<file path="src/hw/rtl/cau_pkg.sv">
// ----------------------------------------------------------------------------
// cau_pkg: shared types and constants for the complex arithmetic unit
// Fixed-point formats, operation codes, CORDIC arctangent table and the
// saturation helpers used by the front end, the CORDIC cells and the back end.
// ----------------------------------------------------------------------------
package cau_pkg;

  // Data format: signed Q3.12
  localparam int DATA_WIDTH   = 16;
  localparam int FRAC_BITS    = 12;
  localparam int CORDIC_STEPS = 16;
  localparam int GUARD_BITS   = 8;

  // Operation codes
  localparam int OP_W = 3;
  typedef enum logic [OP_W-1:0] {
    OP_ADD   = 3'd0,
    OP_SUB   = 3'd1,
    OP_MUL   = 3'd2,
    OP_CONJ  = 3'd3,
    OP_SCALE = 3'd4,
    OP_EQUAL = 3'd5,
    OP_POLAR = 3'd6
  } op_e;

  // Widths of internal datapaths
  localparam int PROD_W     = 2 * DATA_WIDTH;
  localparam int ACC_W      = 2 * DATA_WIDTH + 2;
  localparam int XW         = DATA_WIDTH + GUARD_BITS + 3;
  localparam int Z_FRAC     = 30;
  localparam int ZW         = Z_FRAC + 4;
  localparam int STEP_W     = (CORDIC_STEPS > 1) ? $clog2(CORDIC_STEPS) : 1;
  localparam int ATAN_IDX_W = 5;

  // Phase constants in Q30
  localparam logic signed [ZW-1:0] PI_Q30 = ZW'(64'sd3373259426);

  // CORDIC gain correction 1/K in Q30, applied as two partial products
  localparam int KINV_W                = 30;
  localparam logic [KINV_W-1:0] KINV_Q30 = 30'd652032874;
  localparam int KSPLIT    = 16;
  localparam int MAG_HI_W  = XW - KSPLIT + KINV_W;
  localparam int MAG_LO_W  = KSPLIT + KINV_W;
  localparam int MAG_SUM_W = MAG_HI_W + 1;
  localparam int MAG_SHIFT = Z_FRAC + GUARD_BITS - KSPLIT;
  localparam int PH_SHIFT  = Z_FRAC - FRAC_BITS;

  // Rounding offsets (half of the dropped LSB)
  localparam logic signed [ACC_W-1:0]   HALF_LSB = ACC_W'(1) << (FRAC_BITS - 1);
  localparam logic signed [ZW-1:0]      PH_HALF  = ZW'(1) << (PH_SHIFT - 1);
  localparam logic [MAG_SUM_W-1:0]      MAG_HALF = MAG_SUM_W'(1) << (MAG_SHIFT - 1);

  // Saturation limits
  localparam logic signed [DATA_WIDTH-1:0] DATA_MAX = {1'b0, {(DATA_WIDTH-1){1'b1}}};
  localparam logic signed [DATA_WIDTH-1:0] DATA_MIN = {1'b1, {(DATA_WIDTH-1){1'b0}}};

  // CORDIC vector travelling down the cell chain
  typedef struct packed {
    logic signed [XW-1:0] x;
    logic signed [XW-1:0] y;
    logic signed [ZW-1:0] z;
  } vec_t;

  // Side results that ride along with the vector
  typedef struct packed {
    logic                         is_polar;
    logic                         is_zero;
    logic signed [DATA_WIDTH-1:0] re;
    logic signed [DATA_WIDTH-1:0] im;
    logic                         eq;
    logic                         sat;
  } side_t;

  // Arctangent of 2^-i in Q30
  function automatic logic signed [ZW-1:0] atan_q30(input logic [ATAN_IDX_W-1:0] idx);
    logic signed [ZW-1:0] r;
    case (idx)
      5'd0:    r = ZW'(843314857);
      5'd1:    r = ZW'(497837829);
      5'd2:    r = ZW'(263043837);
      5'd3:    r = ZW'(133525159);
      5'd4:    r = ZW'(67021687);
      5'd5:    r = ZW'(33543516);
      5'd6:    r = ZW'(16775851);
      5'd7:    r = ZW'(8388437);
      5'd8:    r = ZW'(4194283);
      5'd9:    r = ZW'(2097149);
      5'd10:   r = ZW'(1048576);
      5'd11:   r = ZW'(524288);
      5'd12:   r = ZW'(262144);
      5'd13:   r = ZW'(131072);
      5'd14:   r = ZW'(65536);
      5'd15:   r = ZW'(32768);
      5'd16:   r = ZW'(16384);
      5'd17:   r = ZW'(8192);
      5'd18:   r = ZW'(4096);
      5'd19:   r = ZW'(2048);
      5'd20:   r = ZW'(1024);
      5'd21:   r = ZW'(512);
      5'd22:   r = ZW'(256);
      5'd23:   r = ZW'(128);
      5'd24:   r = ZW'(64);
      5'd25:   r = ZW'(32);
      5'd26:   r = ZW'(16);
      5'd27:   r = ZW'(8);
      5'd28:   r = ZW'(4);
      5'd29:   r = ZW'(2);
      5'd30:   r = ZW'(1);
      default: r = '0;
    endcase
    return r;
  endfunction

  // True when a wide value lies outside the data range
  function automatic logic ovf(input logic signed [ACC_W-1:0] v);
    return (v > ACC_W'(DATA_MAX)) || (v < ACC_W'(DATA_MIN));
  endfunction

  // Clip a wide value to the data range
  function automatic logic signed [DATA_WIDTH-1:0] clip(input logic signed [ACC_W-1:0] v);
    logic signed [DATA_WIDTH-1:0] r;
    if (v > ACC_W'(DATA_MAX)) begin
      r = DATA_MAX;
    end else if (v < ACC_W'(DATA_MIN)) begin
      r = DATA_MIN;
    end else begin
      r = v[DATA_WIDTH-1:0];
    end
    return r;
  endfunction

endpackage

</file>
<file path="src/hw/rtl/cau_front.sv">
// ----------------------------------------------------------------------------
// cau_front: operand capture, products and rectangular results
// Stage one registers the operands and the four cross products. Stage two
// rounds and saturates the rectangular results and sets up the CORDIC vector
// (pre-rotated by pi into the right half plane).
// ----------------------------------------------------------------------------
module cau_front (
  input  logic                                   clk_i,
  input  logic                                   rst_ni,
  input  logic                                   valid_i,
  output logic                                   ready_o,
  input  logic [cau_pkg::OP_W-1:0]               req_type_i,
  input  logic signed [cau_pkg::DATA_WIDTH-1:0]  a_re_i,
  input  logic signed [cau_pkg::DATA_WIDTH-1:0]  a_im_i,
  input  logic signed [cau_pkg::DATA_WIDTH-1:0]  b_re_i,
  input  logic signed [cau_pkg::DATA_WIDTH-1:0]  b_im_i,
  output logic                                   valid_o,
  input  logic                                   ready_i,
  output cau_pkg::vec_t                          vec_o,
  output cau_pkg::side_t                         side_o
);

  localparam int DW = cau_pkg::DATA_WIDTH;
  localparam int AW = cau_pkg::ACC_W;
  localparam int XW = cau_pkg::XW;

  logic                            s1_valid_q;
  logic                            s1_ready;
  logic [cau_pkg::OP_W-1:0]        op_q;
  logic signed [DW-1:0]            ar_q, ai_q, br_q, bi_q;
  logic signed [cau_pkg::PROD_W-1:0] pp_rr_q, pp_ii_q, pp_ri_q, pp_ir_q;

  logic                            s2_valid_q;
  logic                            s2_ready;
  cau_pkg::vec_t                   vec_d, vec_q;
  cau_pkg::side_t                  side_d, side_q;

  assign s2_ready = !s2_valid_q || ready_i;
  assign s1_ready = !s1_valid_q || s2_ready;
  assign ready_o  = s1_ready;

  // Stage one: capture operands and form products
  always_ff @(posedge clk_i or negedge rst_ni) begin
    if (!rst_ni) begin
      s1_valid_q <= 1'b0;
    end else if (s1_ready) begin
      s1_valid_q <= valid_i;
    end
  end

  always_ff @(posedge clk_i) begin
    if (s1_ready) begin
      op_q    <= req_type_i;
      ar_q    <= a_re_i;
      ai_q    <= a_im_i;
      br_q    <= b_re_i;
      bi_q    <= b_im_i;
      pp_rr_q <= a_re_i * b_re_i;
      pp_ii_q <= a_im_i * b_im_i;
      pp_ri_q <= a_re_i * b_im_i;
      pp_ir_q <= a_im_i * b_re_i;
    end
  end

  // Stage two: combine, round and saturate; set up the polar vector
  always_comb begin
    logic signed [AW-1:0] re_w;
    logic signed [AW-1:0] im_w;
    logic signed [XW-1:0] ar_x;
    logic signed [XW-1:0] ai_x;
    re_w   = '0;
    im_w   = '0;
    side_d = '0;
    case (cau_pkg::op_e'(op_q))
      cau_pkg::OP_ADD: begin
        re_w = AW'(ar_q) + AW'(br_q);
        im_w = AW'(ai_q) + AW'(bi_q);
      end
      cau_pkg::OP_SUB: begin
        re_w = AW'(ar_q) - AW'(br_q);
        im_w = AW'(ai_q) - AW'(bi_q);
      end
      cau_pkg::OP_MUL: begin
        re_w = (AW'(pp_rr_q) - AW'(pp_ii_q) + cau_pkg::HALF_LSB) >>> cau_pkg::FRAC_BITS;
        im_w = (AW'(pp_ri_q) + AW'(pp_ir_q) + cau_pkg::HALF_LSB) >>> cau_pkg::FRAC_BITS;
      end
      cau_pkg::OP_CONJ: begin
        re_w = AW'(ar_q);
        im_w = -AW'(ai_q);
      end
      cau_pkg::OP_SCALE: begin
        re_w = (AW'(pp_rr_q) + cau_pkg::HALF_LSB) >>> cau_pkg::FRAC_BITS;
        im_w = (AW'(pp_ir_q) + cau_pkg::HALF_LSB) >>> cau_pkg::FRAC_BITS;
      end
      cau_pkg::OP_EQUAL: begin
        side_d.eq = (ar_q == br_q) && (ai_q == bi_q);
      end
      cau_pkg::OP_POLAR: begin
        side_d.is_polar = 1'b1;
      end
      default: begin
        re_w = '0;
        im_w = '0;
      end
    endcase
    side_d.re      = cau_pkg::clip(re_w);
    side_d.im      = cau_pkg::clip(im_w);
    side_d.sat     = cau_pkg::ovf(re_w) || cau_pkg::ovf(im_w);
    side_d.is_zero = (ar_q == '0) && (ai_q == '0);

    // Rotate by pi into the right half plane when the real part is negative
    ar_x = XW'(ar_q);
    ai_x = XW'(ai_q);
    if (ar_q < 0) begin
      vec_d.x = (-ar_x) <<< cau_pkg::GUARD_BITS;
      vec_d.y = (-ai_x) <<< cau_pkg::GUARD_BITS;
      vec_d.z = (ai_q >= 0) ? cau_pkg::PI_Q30 : -cau_pkg::PI_Q30;
    end else begin
      vec_d.x = ar_x <<< cau_pkg::GUARD_BITS;
      vec_d.y = ai_x <<< cau_pkg::GUARD_BITS;
      vec_d.z = '0;
    end
  end

  always_ff @(posedge clk_i or negedge rst_ni) begin
    if (!rst_ni) begin
      s2_valid_q <= 1'b0;
    end else if (s2_ready) begin
      s2_valid_q <= s1_valid_q;
    end
  end

  always_ff @(posedge clk_i) begin
    if (s2_ready) begin
      vec_q  <= vec_d;
      side_q <= side_d;
    end
  end

  assign valid_o = s2_valid_q;
  assign vec_o   = vec_q;
  assign side_o  = side_q;

endmodule

</file>
<file path="config.mk">
export PLATFORM = sky130hd
export DESIGN_NAME = cau_front
export DESIGN_NICKNAME = d
export VERILOG_FILES = /design/src/hw/rtl/cau_pkg.sv /design/src/hw/rtl/cau_front.sv
export SDC_FILE = /design/constraint.sdc
export NUM_CORES = 2
export LEC_CHECK = 0
export ABC_AREA = 0
export BUFFER_PORTS_ARGS = -buffer_cell sky130_fd_sc_hd__buf_2
export CAP_MARGIN = 5
export CORE_ASPECT_RATIO = 0.7
export CORE_MARGIN = 2
export CORE_UTILIZATION = 45
export CTS_CLUSTER_SIZE = 40
export DETAILED_ROUTE_END_ITERATION = 16
export GPL_TIMING_DRIVEN = 0
export SETUP_SLACK_MARGIN = 0.1
export SLEW_MARGIN = 15
export SYNTH_ARGS = -nofsm -noshare
export SYNTH_HDL_FRONTEND = slang
export SYNTH_SLANG_ARGS = --single-unit
export TNS_END_PERCENT = 1
</file>
<file path="constraint.sdc">
create_clock -name clk_i -period 12.4 [get_ports clk_i]
set_input_delay 1.24 -clock clk_i [delete_from_list [all_inputs] [get_ports clk_i]]
set_output_delay 1.24 -clock clk_i [all_outputs]
set_load 0.005 [all_outputs]
</file>
==> flow_summary.html <==
<table>
<tr><th>Metric</th><th>Value</th></tr>
<tr><th colspan="2">STA</th></tr>
<tr><td>Summed negative setup slack over all endpoints</td><td>0 ns</td></tr>
<tr><td>Setup repair after global routing missed its margin</td><td>no</td></tr>
<tr><td>Maximum achievable frequency</td><td>100 MHz</td></tr>
<tr><td>Final count of negative-setup-slack endpoints</td><td>0</td></tr>
<tr><td>Time the worst path needs with I/O delays and setup</td><td>9.96 ns</td></tr>
<tr><td>Clock skew after layout</td><td>0.0288 ns</td></tr>
<tr><td>Max Slew Vio Count</td><td>0</td></tr>
<tr><td>Final-layout worst hold slack</td><td>0.432 ns</td></tr>
<tr><td>Final worst path period share</td><td>80.3%</td></tr>
<tr><td>Slew margin rel.</td><td>9.32%</td></tr>
<tr><td>Final hold vios</td><td>0</td></tr>
<tr><td>Least-Margin Pin Slew</td><td>1.36 ns</td></tr>
<tr><th colspan="2">Floorplan</th></tr>
<tr><td>Core Rows</td><td>109</td></tr>
<tr><td>Die boundary height</td><td>303 µm</td></tr>
<tr><td>Initial core utilization</td><td>45.4%</td></tr>
<tr><td>DIE WIDTH</td><td>431 µm</td></tr>
<tr><td>Count of boundary I/O pins</td><td>197</td></tr>
<tr><td>DIE AREA</td><td>0.130 mm²</td></tr>
<tr><td>Core ar.</td><td>0.126 mm²</td></tr>
<tr><th colspan="2">Placed design</th></tr>
<tr><td>Routability congestion estimate from global placement</td><td>1.00</td></tr>
<tr><td>Port Buffers</td><td>179</td></tr>
<tr><td>Sum of net half-perimeters after detailed placement</td><td>178000 µm</td></tr>
<tr><th colspan="2">Clock tree</th></tr>
<tr><td>TritonCTS clock tree</td><td>yes</td></tr>
<tr><td>Cts hold-fix bufs</td><td>0</td></tr>
<tr><td>Root Buffer Master</td><td>clkbuf_16</td></tr>
<tr><td>Total clock buffers created by CTS</td><td>30</td></tr>
<tr><td>TritonCTS sink count</td><td>274</td></tr>
<tr><td>Clock insertion delay at the later pin of the skew report</td><td>0.61 ns</td></tr>
<tr><td>Maximum clock path buffer count</td><td>3</td></tr>
<tr><td>H-Tree Depth</td><td>1</td></tr>
<tr><td>Buffers inserted by post-CTS timing repair</td><td>0</td></tr>
<tr><td>Worst-path clk slew</td><td>0.07 ns</td></tr>
<tr><td>Cells resized by post-CTS repair</td><td>0</td></tr>
<tr><th colspan="2">Critical path</th></tr>
<tr><td>CP cell instances</td><td>buf_2 &gt; clkbuf_1 &gt; nand2_1 &gt; fa_1 &gt; inv_1 &gt; fa_1 &gt; inv_1 &gt; fa_1 &gt; fa_1 &gt; fa_1 &gt; fa_1 &gt; inv_1 &gt; ha_1 &gt; a21o_1 &gt; or3_1 &gt; a311oi_1 &gt; o21ai_1 &gt; a41oi_2 &gt; o21ai_1 &gt; a221oi_2 &gt; nor2_1 &gt; a2111oi_2 &gt; a21oi_1 &gt; xnor2_2</td></tr>
<tr><td>Critical Path End Type</td><td>flip-flop</td></tr>
<tr><td>Crit path kind</td><td>in -&gt; reg</td></tr>
<tr><td>Crit path top cell by count</td><td>fa_1</td></tr>
<tr><td>Crit Path Max Fanout</td><td>10</td></tr>
<tr><td>Crit path arrival time</td><td>10.26 ns</td></tr>
<tr><td>Startpoint of the lowest-slack register-to-register path</td><td>op_q[0]</td></tr>
<tr><td>Worst path max stage delay</td><td>0.94 ns</td></tr>
<tr><td>Endpoint required time on the critical path</td><td>12.70 ns</td></tr>
<tr><td>Slowest stage cell, crit path</td><td>clkbuf_1</td></tr>
<tr><td>Crit start category</td><td>primary input</td></tr>
<tr><td>Critical path origin</td><td>b_im_i[4]</td></tr>
<tr><td>Worst reg2reg endpoint</td><td>side_o[6]</td></tr>
<tr><td>Cell depth of the worst flop-to-flop path</td><td>10</td></tr>
<tr><td>Worst-case register-to-register setup slack</td><td>7.48 ns</td></tr>
<tr><th colspan="2">Synth</th></tr>
<tr><td>Number of distinct library cells after synthesis</td><td>96</td></tr>
<tr><td>Commonest cells post-synth</td><td>inv_1, fa_1, nand2_1</td></tr>
<tr><td>Number of register bits inferred by synthesis</td><td>274</td></tr>
<tr><td>Most used flip-flop cell after synthesis</td><td>edfxtp_1</td></tr>
<tr><td>Largest family of logic cells by synthesized area</td><td>adder cells</td></tr>
<tr><td>Cell with the most instances after synthesis</td><td>inv_1</td></tr>
<tr><td>Cell type contributing the most total cell area after synthesis</td><td>fa_1</td></tr>
<tr><td>Portion of synthesized cell area occupied by the leading cell type</td><td>36.7%</td></tr>
<tr><td>Share of the yosys chip area belonging to registers</td><td>14.3%</td></tr>
<tr><td>Share of synthesized flip-flops with an asynchronous set or reset</td><td>0.730%</td></tr>
<tr><td>Post-Syn Area per Cell</td><td>9.32 µm²</td></tr>
<tr><td>Post-synthesis simple-gate area fraction</td><td>13.8%</td></tr>
<tr><td>Number of warnings reported in the yosys synthesis log</td><td>0</td></tr>
<tr><td>Mux share of post-synthesis cell area</td><td>0.168%</td></tr>
<tr><td>Count of mapped cells out of synthesis</td><td>6147</td></tr>
<tr><td>Synth area leaders</td><td>fa_1, edfxtp_1, ha_1</td></tr>
<tr><td>Synth Area in Compound Gates</td><td>7.93%</td></tr>
<tr><td>Adder-cell share of the synthesized area</td><td>48.2%</td></tr>
<tr><td>Number of enable-type register cells in the synthesized netlist</td><td>272</td></tr>
<tr><td>Mapped Area</td><td>0.0573 mm²</td></tr>
<tr><td>Parity-gate share of the synthesized area counting xor and xnor cells</td><td>4.26%</td></tr>
<tr><th colspan="2">Cells and area</th></tr>
<tr><td>Share of final-layout standard cells stronger than drive strength 1</td><td>5.84%</td></tr>
<tr><td>Seq. cell area</td><td>0.00822 mm²</td></tr>
<tr><td>Growth of design area from synthesis to finish</td><td>7.93%</td></tr>
<tr><td>Net count, final</td><td>8045</td></tr>
<tr><td>Fillers</td><td>12200</td></tr>
<tr><td>Combined area of the multi-input logic cells</td><td>0.0429 mm²</td></tr>
<tr><th colspan="2">GRT</th></tr>
<tr><td>Largest net degree at the start of global routing</td><td>62</td></tr>
<tr><td>Via count of the first global-routing pass</td><td>44200</td></tr>
<tr><td>Sum of overflow across all layers after global routing</td><td>0</td></tr>
<tr><td>First-pass GRT wire length</td><td>306000 µm</td></tr>
<tr><td>GRT Resource Usage Total</td><td>32.5%</td></tr>
<tr><td>Initial antenna violation count</td><td>55</td></tr>
<tr><th colspan="2">Detailed routing</th></tr>
<tr><td>Final ANT Viol Nets</td><td>0</td></tr>
<tr><td>Average vias per placed instance</td><td>5.46</td></tr>
<tr><td>Routed vias</td><td>44200</td></tr>
<tr><td>Detailed-router iteration count before antenna repair</td><td>6</td></tr>
<tr><td>Count of routing violations after the opening detailed-route iteration</td><td>4447</td></tr>
<tr><td>Remaining DRCs</td><td>0</td></tr>
<tr><td>Average wire per cell in the routed design</td><td>25.8 µm</td></tr>
<tr><td>Post-detailed-routing wire length</td><td>209000 µm</td></tr>
<tr><th colspan="2">Job</th></tr>
<tr><td>Max-capacitance violation count</td><td>0</td></tr>
<tr><th colspan="2">Run status</th></tr>
<tr><td>Result of the run</td><td>complete, no violations</td></tr>
<tr><th colspan="2">Min path</th></tr>
<tr><td>Worst min-delay path category</td><td>in -&gt; async</td></tr>
</table>
## cell usage in the layout (no fill, tap or decap), types with 68 or more instances in the layout
cell	instances
and2_1	386
nand2_1	726
inv_1	1361
o21ai_0	134
ha_1	523
nand3_1	70
nor2_1	208
a21oi_1	196
clkbuf_1	242
xor2_1	68
buf_2	192
fa_1	1052
edfxtp_1	272
xnor2_1	185
## through the flow
step	utilization, %	worst slack [ns]	cell area [µm²]	std cells
finish	49.0	2.44	61900	8097
global route	49.0	2.24	61800	8084
CTS	48.9	2.44	61700	8083
detailed placement	48.1	1.84	60800	8031
global placement	47.8	1.26	60400	8010
floorplan	-	4.77	57400	6166
## flip-flops by register name, indices dropped and copies added (netlist names)
| name | cells |
|---|---|
| op_q | 3 |
| bi_q | 16 |
| s1_valid_q | 1 |
| pp_ii_q | 32 |
| side_o | 36 |
| pp_ir_q | 32 |
| ar_q | 16 |
| pp_ri_q | 32 |
| br_q | 16 |
| valid_o | 1 |
| pp_rr_q | 32 |
| vec_o | 41 |
| ai_q | 16 |
## cells by family (layout without fill, tap and decap cells)
kind of cell    Yosys count  count (layout)
simple gates           1653            1653
compound gates          689             689
fa+ha+maj              1575            1575
mux                       9               9
buf+inv                1667            1920
xor+xnor                279             279
other cells               1              33
flops                   274             274
## worst max-delay path, delay by kind of cell
kind	cells	cell delay [ns]
simple gates	3	0.65
compound gates	8	2.82
fa+ha+maj	7	3.44
buf+inv	5	1.45
xor+xnor	1	0.60
## per-layer routing
layer  share of wire, %  track usage, %  vias to the layer above
li1                   -               -                    19500
met1                 44            47.4                    22300
met2                 40            45.6                     2153
met3                 13            10.6                      308
met4                3.6            10.1                       20
met5               0.14               0                        -
## how the worst max path moves through the flow
stage / to
after global placement: ready_o
final: pp_ii_q[31]
after CTS: pp_ii_q[31]
after detailed placement: pp_ii_q[31]
after global routing: pp_ii_q[31]
after floorplan: ai_q[0]
## layout make-up
| class | instances | share of cell area (%) |
|---|---|---|
| inverters | 1362 | 8.27 |
| clock inverters | 18 | 0.257 |
| repair buffers | 201 | 1.97 |
| diodes | 13 | 0.0526 |
| clock buffers | 34 | 1.24 |
| plain buffers | 305 | 2.20 |
| well taps | 1665 | 3.37 |
| flip-flops and latches | 274 | 13.3 |
| multi-input cells | 4225 | 69.4 |
Power is left out: the tool's default activity adds up to more than one toggle a clock period on the data nets, which glitch-free logic cannot reach.
