## config.mk

```make
export PLATFORM = sky130hd
export DESIGN_NAME = cau_back
export DESIGN_NICKNAME = d
export VERILOG_FILES = /design/src/hw/rtl/cau_pkg.sv /design/src/hw/rtl/cau_back.sv
export SDC_FILE = /design/constraint.sdc
export NUM_CORES = 1
export LEC_CHECK = 0
export ABC_AREA = 1
export BUFFER_PORTS_ARGS = -buffer_cell sky130_fd_sc_hd__buf_4
export CAP_MARGIN = 20
export CELL_PAD_IN_SITES_DETAIL_PLACEMENT = 2
export CELL_PAD_IN_SITES_GLOBAL_PLACEMENT = 2
export CORE_UTILIZATION = 43
export CTS_CLUSTER_DIAMETER = 80
export DETAILED_ROUTE_END_ITERATION = 7
export PLACE_DENSITY = 0.95
export SYNTH_ARGS = -nofsm -noshare
export SYNTH_HDL_FRONTEND = slang
export SYNTH_SLANG_ARGS = --single-unit
export TNS_END_PERCENT = 50
```

## constraint.sdc

```tcl
create_clock -name clk_i -period 9.7 [get_ports clk_i]
set_clock_uncertainty 0.15 [all_clocks]
set_input_delay 0 -clock clk_i [delete_from_list [all_inputs] [get_ports clk_i]]
set_output_delay 0 -clock clk_i [all_outputs]
set_load 0.03 [all_outputs]
```

## src/hw/rtl/cau_pkg.sv

```systemverilog
// ----------------------------------------------------------------------------
// cau_pkg: shared types and constants for the complex arithmetic unit
// Fixed-point formats, operation codes, CORDIC arctangent table and the
// saturation helpers used by the front end, the CORDIC cells and the back end.
// ----------------------------------------------------------------------------
package cau_pkg;

  // Data format: signed Q3.12
  localparam int DATA_WIDTH   = 16;
  localparam int FRAC_BITS    = 12;
  localparam int CORDIC_STEPS = 16;
  localparam int GUARD_BITS   = 8;

  // Operation codes
  localparam int OP_W = 3;
  typedef enum logic [OP_W-1:0] {
    OP_ADD   = 3'd0,
    OP_SUB   = 3'd1,
    OP_MUL   = 3'd2,
    OP_CONJ  = 3'd3,
    OP_SCALE = 3'd4,
    OP_EQUAL = 3'd5,
    OP_POLAR = 3'd6
  } op_e;

  // Widths of internal datapaths
  localparam int PROD_W     = 2 * DATA_WIDTH;
  localparam int ACC_W      = 2 * DATA_WIDTH + 2;
  localparam int XW         = DATA_WIDTH + GUARD_BITS + 3;
  localparam int Z_FRAC     = 30;
  localparam int ZW         = Z_FRAC + 4;
  localparam int STEP_W     = (CORDIC_STEPS > 1) ? $clog2(CORDIC_STEPS) : 1;
  localparam int ATAN_IDX_W = 5;

  // Phase constants in Q30
  localparam logic signed [ZW-1:0] PI_Q30 = ZW'(64'sd3373259426);

  // CORDIC gain correction 1/K in Q30, applied as two partial products
  localparam int KINV_W                = 30;
  localparam logic [KINV_W-1:0] KINV_Q30 = 30'd652032874;
  localparam int KSPLIT    = 16;
  localparam int MAG_HI_W  = XW - KSPLIT + KINV_W;
  localparam int MAG_LO_W  = KSPLIT + KINV_W;
  localparam int MAG_SUM_W = MAG_HI_W + 1;
  localparam int MAG_SHIFT = Z_FRAC + GUARD_BITS - KSPLIT;
  localparam int PH_SHIFT  = Z_FRAC - FRAC_BITS;

  // Rounding offsets (half of the dropped LSB)
  localparam logic signed [ACC_W-1:0]   HALF_LSB = ACC_W'(1) << (FRAC_BITS - 1);
  localparam logic signed [ZW-1:0]      PH_HALF  = ZW'(1) << (PH_SHIFT - 1);
  localparam logic [MAG_SUM_W-1:0]      MAG_HALF = MAG_SUM_W'(1) << (MAG_SHIFT - 1);

  // Saturation limits
  localparam logic signed [DATA_WIDTH-1:0] DATA_MAX = {1'b0, {(DATA_WIDTH-1){1'b1}}};
  localparam logic signed [DATA_WIDTH-1:0] DATA_MIN = {1'b1, {(DATA_WIDTH-1){1'b0}}};

  // CORDIC vector travelling down the cell chain
  typedef struct packed {
    logic signed [XW-1:0] x;
    logic signed [XW-1:0] y;
    logic signed [ZW-1:0] z;
  } vec_t;

  // Side results that ride along with the vector
  typedef struct packed {
    logic                         is_polar;
    logic                         is_zero;
    logic signed [DATA_WIDTH-1:0] re;
    logic signed [DATA_WIDTH-1:0] im;
    logic                         eq;
    logic                         sat;
  } side_t;

  // Arctangent of 2^-i in Q30
  function automatic logic signed [ZW-1:0] atan_q30(input logic [ATAN_IDX_W-1:0] idx);
    logic signed [ZW-1:0] r;
    case (idx)
      5'd0:    r = ZW'(843314857);
      5'd1:    r = ZW'(497837829);
      5'd2:    r = ZW'(263043837);
      5'd3:    r = ZW'(133525159);
      5'd4:    r = ZW'(67021687);
      5'd5:    r = ZW'(33543516);
      5'd6:    r = ZW'(16775851);
      5'd7:    r = ZW'(8388437);
      5'd8:    r = ZW'(4194283);
      5'd9:    r = ZW'(2097149);
      5'd10:   r = ZW'(1048576);
      5'd11:   r = ZW'(524288);
      5'd12:   r = ZW'(262144);
      5'd13:   r = ZW'(131072);
      5'd14:   r = ZW'(65536);
      5'd15:   r = ZW'(32768);
      5'd16:   r = ZW'(16384);
      5'd17:   r = ZW'(8192);
      5'd18:   r = ZW'(4096);
      5'd19:   r = ZW'(2048);
      5'd20:   r = ZW'(1024);
      5'd21:   r = ZW'(512);
      5'd22:   r = ZW'(256);
      5'd23:   r = ZW'(128);
      5'd24:   r = ZW'(64);
      5'd25:   r = ZW'(32);
      5'd26:   r = ZW'(16);
      5'd27:   r = ZW'(8);
      5'd28:   r = ZW'(4);
      5'd29:   r = ZW'(2);
      5'd30:   r = ZW'(1);
      default: r = '0;
    endcase
    return r;
  endfunction

  // True when a wide value lies outside the data range
  function automatic logic ovf(input logic signed [ACC_W-1:0] v);
    return (v > ACC_W'(DATA_MAX)) || (v < ACC_W'(DATA_MIN));
  endfunction

  // Clip a wide value to the data range
  function automatic logic signed [DATA_WIDTH-1:0] clip(input logic signed [ACC_W-1:0] v);
    logic signed [DATA_WIDTH-1:0] r;
    if (v > ACC_W'(DATA_MAX)) begin
      r = DATA_MAX;
    end else if (v < ACC_W'(DATA_MIN)) begin
      r = DATA_MIN;
    end else begin
      r = v[DATA_WIDTH-1:0];
    end
    return r;
  endfunction

endpackage

```

## src/hw/rtl/cau_back.sv

```systemverilog
// ----------------------------------------------------------------------------
// cau_back: gain correction, result select and output register
// Stage one multiplies the CORDIC magnitude by 1/K in two partial products
// and rounds the phase. The output stage sums, rounds and saturates, picks
// the polar or rectangular result and holds it until the transfer.
// ----------------------------------------------------------------------------
module cau_back (
  input  logic                                   clk_i,
  input  logic                                   rst_ni,
  input  logic                                   valid_i,
  output logic                                   ready_o,
  input  cau_pkg::vec_t                          vec_i,
  input  cau_pkg::side_t                         side_i,
  output logic                                   out_valid_o,
  input  logic                                   out_stall_i,
  output logic signed [cau_pkg::DATA_WIDTH-1:0]  res_re_o,
  output logic signed [cau_pkg::DATA_WIDTH-1:0]  res_im_o,
  output logic                                   is_equal_o,
  output logic                                   saturated_o
);

  localparam int DW = cau_pkg::DATA_WIDTH;
  localparam int AW = cau_pkg::ACC_W;
  localparam int ZW = cau_pkg::ZW;

  logic                              m_valid_q;
  logic                              m_ready;
  logic [cau_pkg::XW-1:0]            ux;
  logic [cau_pkg::MAG_LO_W-1:0]      lo_full;
  logic [cau_pkg::MAG_HI_W-1:0]      prod_hi_q;
  logic [cau_pkg::KINV_W-1:0]        prod_lo_q;
  logic signed [ZW-1:0]              ph_q;
  cau_pkg::side_t                    side_q;

  logic                              o_valid_q;
  logic                              o_ready;
  logic [cau_pkg::MAG_SUM_W-1:0]     mag_sum;
  logic signed [AW-1:0]              mag_w;
  logic signed [AW-1:0]              ph_w;
  logic signed [DW-1:0]              re_d, im_d, re_q, im_q;
  logic                              eq_d, sat_d, eq_q, sat_q;

  assign o_ready = !o_valid_q || !out_stall_i;
  assign m_ready = !m_valid_q || o_ready;
  assign ready_o = m_ready;

  // Gain correction partial products; x is never negative here
  assign ux      = unsigned'(vec_i.x);
  assign lo_full = ux[cau_pkg::KSPLIT-1:0] * cau_pkg::KINV_Q30;

  always_ff @(posedge clk_i or negedge rst_ni) begin
    if (!rst_ni) begin
      m_valid_q <= 1'b0;
    end else if (m_ready) begin
      m_valid_q <= valid_i;
    end
  end

  always_ff @(posedge clk_i) begin
    if (m_ready) begin
      prod_hi_q <= ux[cau_pkg::XW-1:cau_pkg::KSPLIT] * cau_pkg::KINV_Q30;
      prod_lo_q <= lo_full[cau_pkg::MAG_LO_W-1:cau_pkg::KSPLIT];
      ph_q      <= (vec_i.z + cau_pkg::PH_HALF) >>> cau_pkg::PH_SHIFT;
      side_q    <= side_i;
    end
  end

  // Sum, round and saturate; select the result
  always_comb begin
    mag_sum = cau_pkg::MAG_SUM_W'(prod_hi_q) + cau_pkg::MAG_SUM_W'(prod_lo_q)
              + cau_pkg::MAG_HALF;
    mag_w   = AW'(mag_sum >> cau_pkg::MAG_SHIFT);
    ph_w    = AW'(ph_q);
    if (side_q.is_polar) begin
      if (side_q.is_zero) begin
        re_d  = '0;
        im_d  = '0;
        sat_d = 1'b0;
      end else begin
        re_d  = cau_pkg::clip(mag_w);
        im_d  = cau_pkg::clip(ph_w);
        sat_d = cau_pkg::ovf(mag_w) || cau_pkg::ovf(ph_w);
      end
      eq_d = 1'b0;
    end else begin
      re_d  = side_q.re;
      im_d  = side_q.im;
      sat_d = side_q.sat;
      eq_d  = side_q.eq;
    end
  end

  // Output register: hold while stalled
  always_ff @(posedge clk_i or negedge rst_ni) begin
    if (!rst_ni) begin
      o_valid_q <= 1'b0;
    end else if (o_ready) begin
      o_valid_q <= m_valid_q;
    end
  end

  always_ff @(posedge clk_i) begin
    if (o_ready) begin
      re_q  <= re_d;
      im_q  <= im_d;
      eq_q  <= eq_d;
      sat_q <= sat_d;
    end
  end

  assign out_valid_o = o_valid_q;
  assign res_re_o    = re_q;
  assign res_im_o    = im_q;
  assign is_equal_o  = eq_q;
  assign saturated_o = sat_q;

endmodule

```

==> results of run 1 <==
registers in the layout, summed over array words and instances, names as in the netlist, 16 cells and up:
name,count
prod_hi_q,40
prod_lo_q,29
res_im_o,16
ph_q,16
side_q,36
res_re_o,16
repair_timing:
action,in CTS,in global routing
gates resized for setup,0,0
hold endpoints to repair,60,0
hold buffers,70,0
metrics by stage:
step / hold WS (ns) / worst slack, ns / instance area, um^2 / util / std cells
2_1_floorplan: -0.446 / 4.57 / 22400 / - / 2513
3_3_place_gp: -0.364 / 3.72 / 24100 / 0.470 / 3307
3_5_place_dp: -0.366 / 3.38 / 24100 / 0.470 / 3307
4_1_cts: 0.0279 / 3.81 / 25400 / 0.494 / 3409
5_1_grt: 0.0436 / 3.31 / 25400 / 0.495 / 3412
6_report: 0.0202 / 3.56 / 25400 / 0.495 / 3412
cell type report:
type / instances / area, um^2 / area share
clock buffers: 20 / 447 / 0.0176
inverters: 649 / 2440 / 0.0958
well taps: 680 / 851 / 0.0335
multi-input cells: 1699 / 15200 / 0.599
diodes: 2 / 5.00 / 0.000197
clock inverters: 12 / 113 / 0.00443
repair buffers: 193 / 1630 / 0.0642
flip-flops and latches: 157 / 4700 / 0.185
per-layer routing:
layer  global-route usage  wire, um  share of wire
met1                0.465     40000           0.38
met2                0.687     51300           0.49
met3               0.0685      6410          0.062
met4                0.214      6180          0.059
met5                    0        16        0.00015
critical path, stage by stage:
cell,delay [ns]
buf_4,0.18
ha_1,0.65
inv_1,0.21
fa_1,0.67
inv_1,0.13
fa_1,0.56
fa_1,0.54
fa_1,0.57
inv_1,0.07
fa_1,0.56
inv_1,0.05
ha_1,0.36
nand2_1,0.12
nor2_1,0.16
inv_1,0.08
nor2_1,0.19
inv_1,0.10
nor2_1,0.18
nand3_1,0.10
o211ai_1,0.50
xor2_1,0.20
cell families (layout without fill, tap and decap cells):
logic type | after synthesis | after routing | share of synthesized area
simple gates | 738 | 738 | 0.140
fa+ha+maj | 612 | 612 | 0.437
buf+inv | 657 | 874 | 0.111
other cells | 0 | 2 | 0
flops | 157 | 157 | 0.210
xor+xnor | 81 | 81 | 0.0316
compound gates | 268 | 268 | 0.0706
cell usage in the layout, fill, tap and decap left out, types with 5 or more instances in the layout:
master         synthesis  routed
nor3_1                18      18
edfxtp_1             155     155
nor2_2                 5       6
nand2_1              408     408
a21boi_0               5       5
buf_4                  1     122
a21oi_1              119     119
nand3b_1               6       6
dlygate4sd3_1          0      70
fa_1                 285     285
nor2_1               163     162
o21ai_0               62      62
a31oi_1                9       9
nand4_1               20      20
or2_2                  7       7
clkbuf_16              0      17
xor2_1                59      59
inv_1                647     647
xnor2_1               22      22
nand3_1               75      74
o211ai_1               7       7
nand2_2               14      14
ha_1                 327     327
a21o_1                17      17
a22o_1                16      16
o21bai_1              14      14
cells in the mapped netlist, types with 9 or more instances:
cell / count
edfxtp_1: 155
a31oi_1: 9
nand3_1: 75
fa_1: 285
o21ai_0: 62
xnor2_1: 22
inv_1: 647
nand2_2: 14
nor3_1: 18
ha_1: 327
nand2_1: 408
a21o_1: 17
nor2_1: 163
xor2_1: 59
a21oi_1: 119
nand4_1: 20
o21bai_1: 14
a22o_1: 16
path summary, 6_finish.rpt:
path                                            to  slack, ns  cells after the start
hold / removal             prod_hi_q[40]$_DFFE_PP_       0.02                      3
min in group asynchronous    m_valid_q$_DFFE_PN0P_       0.29                      3
setup reg to reg             res_re_o[2]$_DFFE_PP_       5.88                     14
hold reg to reg             res_im_o[15]$_DFFE_PP_       0.41                      1
max in group asynchronous  out_valid_o$_DFFE_PN0P_       8.96                      3
setup / recovery           prod_lo_q[22]$_DFFE_PP_       3.56                     21
==> out/qor.yml, run 1 <==
clock_tree:
  cts_tree: "done"
  h-tree-depth: 4
  path_clk_slew_ns: 0.07
  cts.sinks: 157
  root_buffer: "clkbuf_16"
  worst_skew_pair.late_latency_ns: 0.49
  post-cts-setup-buffers: 0
  numCtsBuffers: 17
  clock_path_buffers: 2
synthesis:
  synth_area_leaders: "fa_1 25%, edfxtp_1 21%, ha_1 18%, inv_1 11%, nand2_1 6.8%"
  ys_seq_elements: 157
  synthesis.area_um2: 22400
  synth_edf_count: 155
  yosys.area.top_type_share: 0.255
  postSynthAreaPerCell_um2: 8.92
  yosysTopAreaCell: "fa_1"
  synthArstFlopShare: 0.0127
  synthFlopType: "edfxtp_1"
  ys_seq_area_frac: 0.210
  synth_nets: 3253
  synth_cells: 2513
  synthDistinctLibCells: 52
  synth_warnings: 0
worst_setup_path:
  crit_path_start_kind: "primary input"
  end_kind: "flop"
  crit_fanout: 6
  worstPathArrival_ns: 6.18
  crit_type: "primary input to flop"
  crit_required_ns: 9.74
  startpoint: "vec_i[71]"
  regToRegStartpoint: "prod_hi_q[19]$_DFFE_PP_"
timing:
  slew_violations: 0
  tns_ns: 0
  hold_violations: 0
  fin_crit_sh: 0.633
  rsz0062_at_grt: "false"
  worstMarginPinSlew_ns: 1.19
  min_period_ns: 6.14
  maxSlewHeadroom: 0.207
  fmax_mhz: 163
  setup_viol: 0
floorplan:
  rows: 83
  die_w_um: 230
  fp.dieH_um: 230
  start_util: 0.436
  die-area_um2: 53000
  pin_count: 164
  core_um2: 51400
grt:
  grt_pass1_vias: 23100
  gr-total-overflow: 0
  grt_max_degree: 75
  antenna_found_initial: 2
  grt_use_total: 0.396
  grt_pass1_wl_um: 154000
drt:
  wirelength_um: 104000
  vias: 19900
  drcViolationCount: 0
  drt_iter0_drc: 1470
  wl_per_cell_um: 30.5
  antenna_left: 0
  drt_first_pass_iters: 5
  routed_via_density: 5.83
placement:
  place_congestion: 0.947
  dp_hpwl_um: 73800
  io_buffer_count: 119
final_layout:
  nets: 3457
  syn_to_final_growth_pct: 13.4
  drive_above_1_share: 0.0729
  fillCellCount: 5502
job:
  max_cap_violations: 0
worst_hold_path:
  min_from: "vec_i[87]"
  hold_class: "primary input to flop"
status:
  status: "finished clean"
Power of run 1 is left out: the tool's default activity adds up to more than one toggle a clock period on the data nets, which glitch-free logic cannot reach.
==> inputs of run 2 (changes only) <==
Settings changed: CORE_UTILIZATION 43 to 36, PLACE_DENSITY 0.95 to 0.92.
Clock period 9.7 ns to 5.05 ns, I/O delays scaled along.
==> run 2 against run 1 <==
Effect of this change: the flow now finishes with violations (setup timing); wire length increased by 62%; sequential share of layout area fell by 2.9 points; count of clock-buffer cells in the layout fell by 3; via count rose by 28%; sequential cell count unchanged; hold slack gained 0.040 ns; final area rose by 19%; setup slack got worse by 4.7 ns; non-clock buffer count up 337; cell count is 15% higher; critical path depth is 1 higher; largest cell class unchanged.
==> out/qor.yml, run 2 (same netlist as run 1, synthesis figures left out) <==
floorplan:
  pin_count: 164  # unchanged
  die_w_um: 252  # +9.2%
  fp.dieH_um: 252  # +9.2%
  core_um2: 61600  # +20%
  rows: 91  # +9.6%
  start_util: 0.364  # -0.0722
  die-area_um2: 63300  # +19%
worst_setup_path:
  crit_path_max_incr_delay_ns: 0.89  # +0.22 ns
  worstRegToRegCells: 17  # +3
  path_cells: "buf_12 > buf_4 > ha_4 > inv_6 > buf_8 > fa_2 > fa_2 > fa_2 > fa_2 > inv_2 > fa_1 > inv_2 > ha_4 > nand2_2 > nor2_4 > inv_2 > nor2_4 > inv_2 > nor2_4 > nand3_1 > o211ai_1 > xor2_1"
  worstPathArrival_ns: 6.28  # +0.10 ns
  crit_required_ns: 5.08  # -4.66 ns
  cp.depth: 22  # +4.8%
  cp_num_buf_inv: 8  # +1
  startpoint: "vec_i[67]"
  crit_type: "primary input to flop"
  critPathTopFamily: "adder cells"
  critPathSlowestCell: "o211ai_1"
  end_kind: "flop"
  r2r_end: "res_re_o[1]$_DFFE_PP_"
  regToRegStartpoint: "prod_lo_q[16]$_DFFE_PP_"
  endpoint: "prod_lo_q[22]$_DFFE_PP_"
  reg2reg_slack_ns: 0.78  # -5.10 ns
  crit_path_start_kind: "primary input"
  crit_fanout: 4  # -2
clock_tree:
  clock_path_buffers: 2  # unchanged
  cts.sinks: 157  # unchanged
  worst_skew_pair.late_latency_ns: 0.52  # +0.03 ns
  h-tree-depth: 4  # unchanged
  root_buffer: "clkbuf_16"
  path_clk_slew_ns: 0.09  # +0.02 ns
  cts_tree: "done"
  numCtsBuffers: 17  # unchanged
placement:
  place_congestion: 0.974  # +2.8%
  dp_hpwl_um: 89300  # +21%
  io_buffer_count: 119  # unchanged
timing:
  fin_ws_ns: -1.19  # -4.75 ns
  fin_crit_sh: 1.24
  slew_violations: 0  # unchanged
  min_period_ns: 6.24
  setup_viol: 48  # +48
  worstMarginPinSlew_ns: 1.13  # -0.0611 ns
  fmax_mhz: 160
  maxSlewHeadroom: 0.245  # +0.0374
  tns_ns: -20.69  # -20.69 ns
  rsz0062_at_grt: "true"
  hold_violations: 0  # unchanged
drt:
  drcViolationCount: 0  # unchanged
  vias: 25400  # +28%
  drt_first_pass_iters: 5  # unchanged
  wirelength_um: 168000  # +62%
  wl_per_cell_um: 43.0  # +41%
  drt_iter0_drc: 3041  # +110%
  routed_via_density: 6.49  # +11%
  antenna_left: 0  # unchanged
final_layout:
  final_common_cell: "inv_1"
  syn_to_final_growth_pct: 34.4
  drive_above_1_share: 0.280  # +0.207
  top_regs: "prod_hi_q: 40 flops, side_q: 36 flops, prod_lo_q: 29 flops"
  regMostFlops: "prod_hi_q"
  final_cell_mix: "582 x inv_1, 421 x buf_4, 366 x nand2_1"
  fillCellCount: 6531  # +19%
  largest_reg_flops: 40  # unchanged
  nets: 3794  # +9.7%
grt:
  grt_use_total: 0.463  # +0.0671
  grt_pass1_wl_um: 206000  # +34%
  antenna_found_initial: 15  # +13
  grt_pass1_vias: 27200  # +18%
  grt_max_degree: 47  # -37%
  gr-total-overflow: 0  # unchanged
worst_hold_path:
  min_path_cells: 2  # -1
  hold_class: "primary input to flop"
status:
  failed_checks: "setup timing"
  status: "complete, but fails checks"
job:
  max_cap_violations: 0  # unchanged
-- run 2: cell type report --
type / instances / area [um^2] / share of cell area
clock inverter: 15 / 146 / 0.00486
timing repair buffer: 530 / 4340 / 0.144
antenna: 9 / 22.5 / 0.000747
inverter: 649 / 2450 / 0.0815
multi-input combinational: 1699 / 17000 / 0.564
clock buffer: 17 / 425 / 0.0141
tap: 837 / 1050 / 0.0348
sequential: 157 / 4700 / 0.156
-- run 2: timing repair --
action | in CTS | in global routing
resized for setup | 242 | 253
pin swaps | 100 | 106
buffers inserted | 20 | 31
hold buffers | 72 | 0
endpoints found under the hold margin | 59 | 0
setup endpoints to repair | 31 | 42
-- run 2: metrics by stage --
stage	utilization	setup slack, ns	area, um^2	cells	hold WS (ns)
2_1_floorplan	-	0.0578	22400	2513	-0.446
3_3_place_gp	0.430	-0.536	26500	3753	-0.367
3_5_place_dp	0.430	-1.25	26500	3753	-0.365
4_1_cts	0.469	-0.0601	28900	3876	0.0223
5_1_grt	0.489	-1.06	30100	3906	0.0673
6_report	0.489	-1.19	30100	3913	0.0607
-- run 2: worst min path at each step --
stage	start	slack (ns)	endpoint
floorplan	rst_ni	-0.45	m_valid_q$_DFFE_PN0P_
global route	side_i[5]	0.07	side_q[5]$_DFFE_PP_
global placement	rst_ni	-0.37	out_valid_o$_DFFE_PN0P_
finish	side_i[5]	0.06	side_q[5]$_DFFE_PP_
detailed placement	rst_ni	-0.36	out_valid_o$_DFFE_PN0P_
CTS	out_stall_i	0.02	out_valid_o$_DFFE_PN0P_
-- run 2: routing by layer --
layer / track usage / wire length (um) / vias up
li1: - / - / 8990
met1: 0.482 / 54200 / 12500
met2: 0.760 / 72500 / 2594
met3: 0.143 / 19700 / 1363
met4: 0.403 / 21800 / 14
met5: 0 / 327 / -
Power of run 2 is left out for the same reason.
==> inputs of run 3 (changes only) <==
Settings changed: ABC_AREA 1 to not set, CORE_UTILIZATION 36 to 38, PLACE_DENSITY 0.92 to 0.91.
==> run 3 against run 2 <==
Effect of this change: the run still ends with setup timing left; via count decreased by 25%; register-to-register slack got worse by 1.4 ns; fmax increased by 1.1%; final area decreased by 10%; synthesized cell count decreased by 28%; utilization increased by 3.4 points; non-clock buffer count increased by 7; sequential share of layout area increased by 1.8 points; hold slack got worse by 0.017 ns; count of clock-buffer cells in the layout increased by 1; largest cell class unchanged.
==> out/qor.yml, run 3 <==
status:
  status: "complete, but fails checks"
  failed_checks: "setup timing"
worst_setup_path:
  end_kind: "flop"
  crit_path_start_kind: "primary input"
  crit_required_ns: 5.15  # +0.07 ns
  crit_fanout: 6  # +2
  critPathSlowestCell: "o2111ai_1"
  critPathTopFamily: "adder cells"
  regToRegStartpoint: "prod_lo_q[14]$_DFFE_PP_"
  r2r_end: "res_re_o[2]$_DFFE_PP_"
  cp_num_buf_inv: 7  # -1
  startpoint: "vec_i[68]"
  worstPathArrival_ns: 6.27  # about the same
  endpoint: "prod_lo_q[24]$_DFFE_PP_"
  cp.depth: 20  # -9.1%
  cpMostUsedCell: "fa_1"
  worstRegToRegCells: 10  # -7
  reg2reg_slack_ns: -0.66  # -1.44 ns
  crit_path_max_incr_delay_ns: 0.95  # +0.06 ns
  path_cells: "buf_4 > ha_1 > buf_4 > inv_1 > fa_1 > inv_1 > fa_1 > fa_1 > fa_1 > inv_1 > fa_1 > inv_1 > ha_1 > buf_4 > o2111ai_1 > nor2_2 > nor2_1 > a21oi_4 > a21oi_2 > xnor2_2"
  crit_type: "primary input to flop"
synthesis:
  ys_seq_area_frac: 0.235  # +0.0251
  synthFlopType: "edfxtp_1"
  synthesis.area_um2: 20000  # -11%
  synthDistinctLibCells: 71  # +37%
  yosys.cell_count.top_type: "inv_1"
  yosysTopAreaCell: "fa_1"
  synth_warnings: 0  # unchanged
  ys_seq_elements: 157  # unchanged
  postSynthAreaPerCell_um2: 11.1  # +25%
  synth_nets: 2538  # -22%
  synth_edf_count: 155  # unchanged
  synth_area_leaders: "fa_1 28%, edfxtp_1 23%, ha_1 20%, inv_1 8.5%, xnor2_1 2.4%"
  synthTopCellsByCount: "453 x inv_1, 327 x ha_1, 285 x fa_1"
  yosys.area.top_type_share: 0.285  # +0.0305
  synth_cells: 1798  # -28%
  synthArstFlopShare: 0.0127  # unchanged
clock_tree:
  worst_skew_pair.late_latency_ns: 0.51  # about the same
  clock_path_buffers: 2  # unchanged
  cts_tree: "done"
  h-tree-depth: 4  # unchanged
  numCtsBuffers: 17  # unchanged
  root_buffer: "clkbuf_16"
  cts.sinks: 157  # unchanged
  path_clk_slew_ns: 0.09  # about the same
final_layout:
  fillCellCount: 5073  # -22%
  nets: 3085  # -19%
  final_common_cell: "buf_4"
  final_util: 0.523  # +0.0337
  final_cell_mix: "441 x buf_4, 423 x inv_1, 288 x ha_1"
  fin_cells: 3039  # -22%
  top_regs: "prod_hi_q: 40 flops, side_q: 36 flops, prod_lo_q: 29 flops"
  syn_to_final_growth_pct: 35.1
  largest_reg_flops: 40  # unchanged
  drive_above_1_share: 0.312  # +0.0321
  regMostFlops: "prod_hi_q"
drt:
  drcViolationCount: 0  # unchanged
  antenna_left: 0  # unchanged
  drt_first_pass_iters: 6  # +1
  vias: 19000  # -25%
  routed_via_density: 6.26  # -3.6%
  wl_per_cell_um: 40.4  # -6.1%
  wirelength_um: 123000  # -27%
  drt_iter0_drc: 1805  # -41%
job:
  max_cap_violations: 0  # unchanged
timing:
  maxSlewHeadroom: 0.210  # -0.0350
  fin_ws_ns: -1.12  # +0.0706 ns
  min_period_ns: 6.17  # -0.0706 ns
  slew_violations: 0  # unchanged
  fin_hold_ws_ns: 0.0440  # -0.0166 ns
  fmax_mhz: 162  # +1.1%
  setup_viol: 60  # +25%
  worstMarginPinSlew_ns: 1.18  # +0.0562 ns
  rsz0062_at_grt: "true"
  tns_ns: -32.60  # -11.91 ns
  fin_crit_sh: 1.22  # -0.0140
  hold_violations: 0  # unchanged
floorplan:
  die-area_um2: 53600  # -15%
  start_util: 0.387  # +0.0232
  core_um2: 51700  # -16%
  die_w_um: 232  # -8.0%
  rows: 83  # -8.8%
  pin_count: 164  # unchanged
  fp.dieH_um: 232  # -8.0%
grt:
  grt_pass1_wl_um: 152000  # -26%
  grt_pass1_vias: 21300  # -22%
  grt_use_total: 0.399  # -0.0640
  grt_max_degree: 60  # +28%
  antenna_found_initial: 4  # -11
  gr-total-overflow: 0  # unchanged
placement:
  dp_hpwl_um: 66800  # -25%
  place_inst: 2898  # -23%
  place_congestion: 0.922  # -5.3%
  io_buffer_count: 119  # unchanged
worst_hold_path:
  hold_class: "primary input to flop"
-- run 3: cell count changes after synthesis, sizes merged, moves of 16 or more --
cell,delta
nor2,-120
a21oi,-42
nand2b,+16
xnor2,+32
xor2,-35
inv,-196
o21ai,-34
a21o,+37
nand3,-56
nand2,-388
-- run 3: how the worst min path moves through the flow --
stage,from,end,slack (ns),cells after the start
2_1_floorplan,rst_ni,m_valid_q$_DFFE_PN0P_,-0.45,0
3_3_place_gp,rst_ni,out_valid_o$_DFFE_PN0P_,-0.37,1
3_5_place_dp,rst_ni,out_valid_o$_DFFE_PN0P_,-0.37,1
4_1_cts,vec_i[17],ph_q[1]$_DFFE_PP_,0.06,3
5_1_grt,vec_i[80],prod_hi_q[4]$_DFFE_PP_,0.08,4
6_report,vec_i[80],prod_hi_q[4]$_DFFE_PP_,0.04,4
-- run 3: cells by family after synthesis --
kind of cell | Yosys count | synth area share
DFF | 157 | 0.235
adders and majority gates | 612 | 0.489
xor gates and xnor gates | 78 | 0.0341
muxes | 1 | 0.000500
buffers and inverters | 463 | 0.0872
and+or+nand+nor | 204 | 0.0528
AOI/OAI and AO/OA | 283 | 0.101
-- run 3: layer usage --
metal  vias to the layer above  wire, um  global-route usage
met5                         -        19                   0
met3                       827     10300              0.0812
met2                      1566     58200               0.714
li1                       7035         -                   -
met1                      9584     40600               0.414
met4                         4     13600               0.289
-- run 3: layout make-up --
class                           count  area [um^2]  area share
Clock buffer                       18          429      0.0159
Sequential cell                   157         4700       0.174
Timing Repair Buffer              537         4350       0.161
Antenna cell                        1         2.50   0.0000925
Clock inverter                     14          180     0.00666
Multi-Input combinational cell   1178        14800       0.548
Inverter                          454         1710      0.0631
Tap cell                          680          851      0.0315
-- run 3: tightest hold or removal path: cells and delay by family --
| kind | cells | cell delay [ns] |
|---|---|---|
| adder cells (fa/ha/maj) | 2 | 0.31 |
| buffers and inverters | 2 | 0.27 |
-- run 3: metrics by stage --
| step | worst slack [ns] | area (um^2) |
|---|---|---|
| after floorplan | -0.401 | 20300 |
| after global placement | -0.846 | 24300 |
| after detailed placement | -1.41 | 24300 |
| after CTS | -0.464 | 26500 |
| after global routing | -1.25 | 27000 |
| final | -1.12 | 27000 |
-- run 3: what timing repair did --
item	CTS	global route
pin swaps	89	69
hold buffers	71	0
setup buffers	18	22
setup endpoints to repair	40	41
resized for setup	160	92
endpoints found under the hold margin	76	0
Power of run 3 is left out for the same reason.
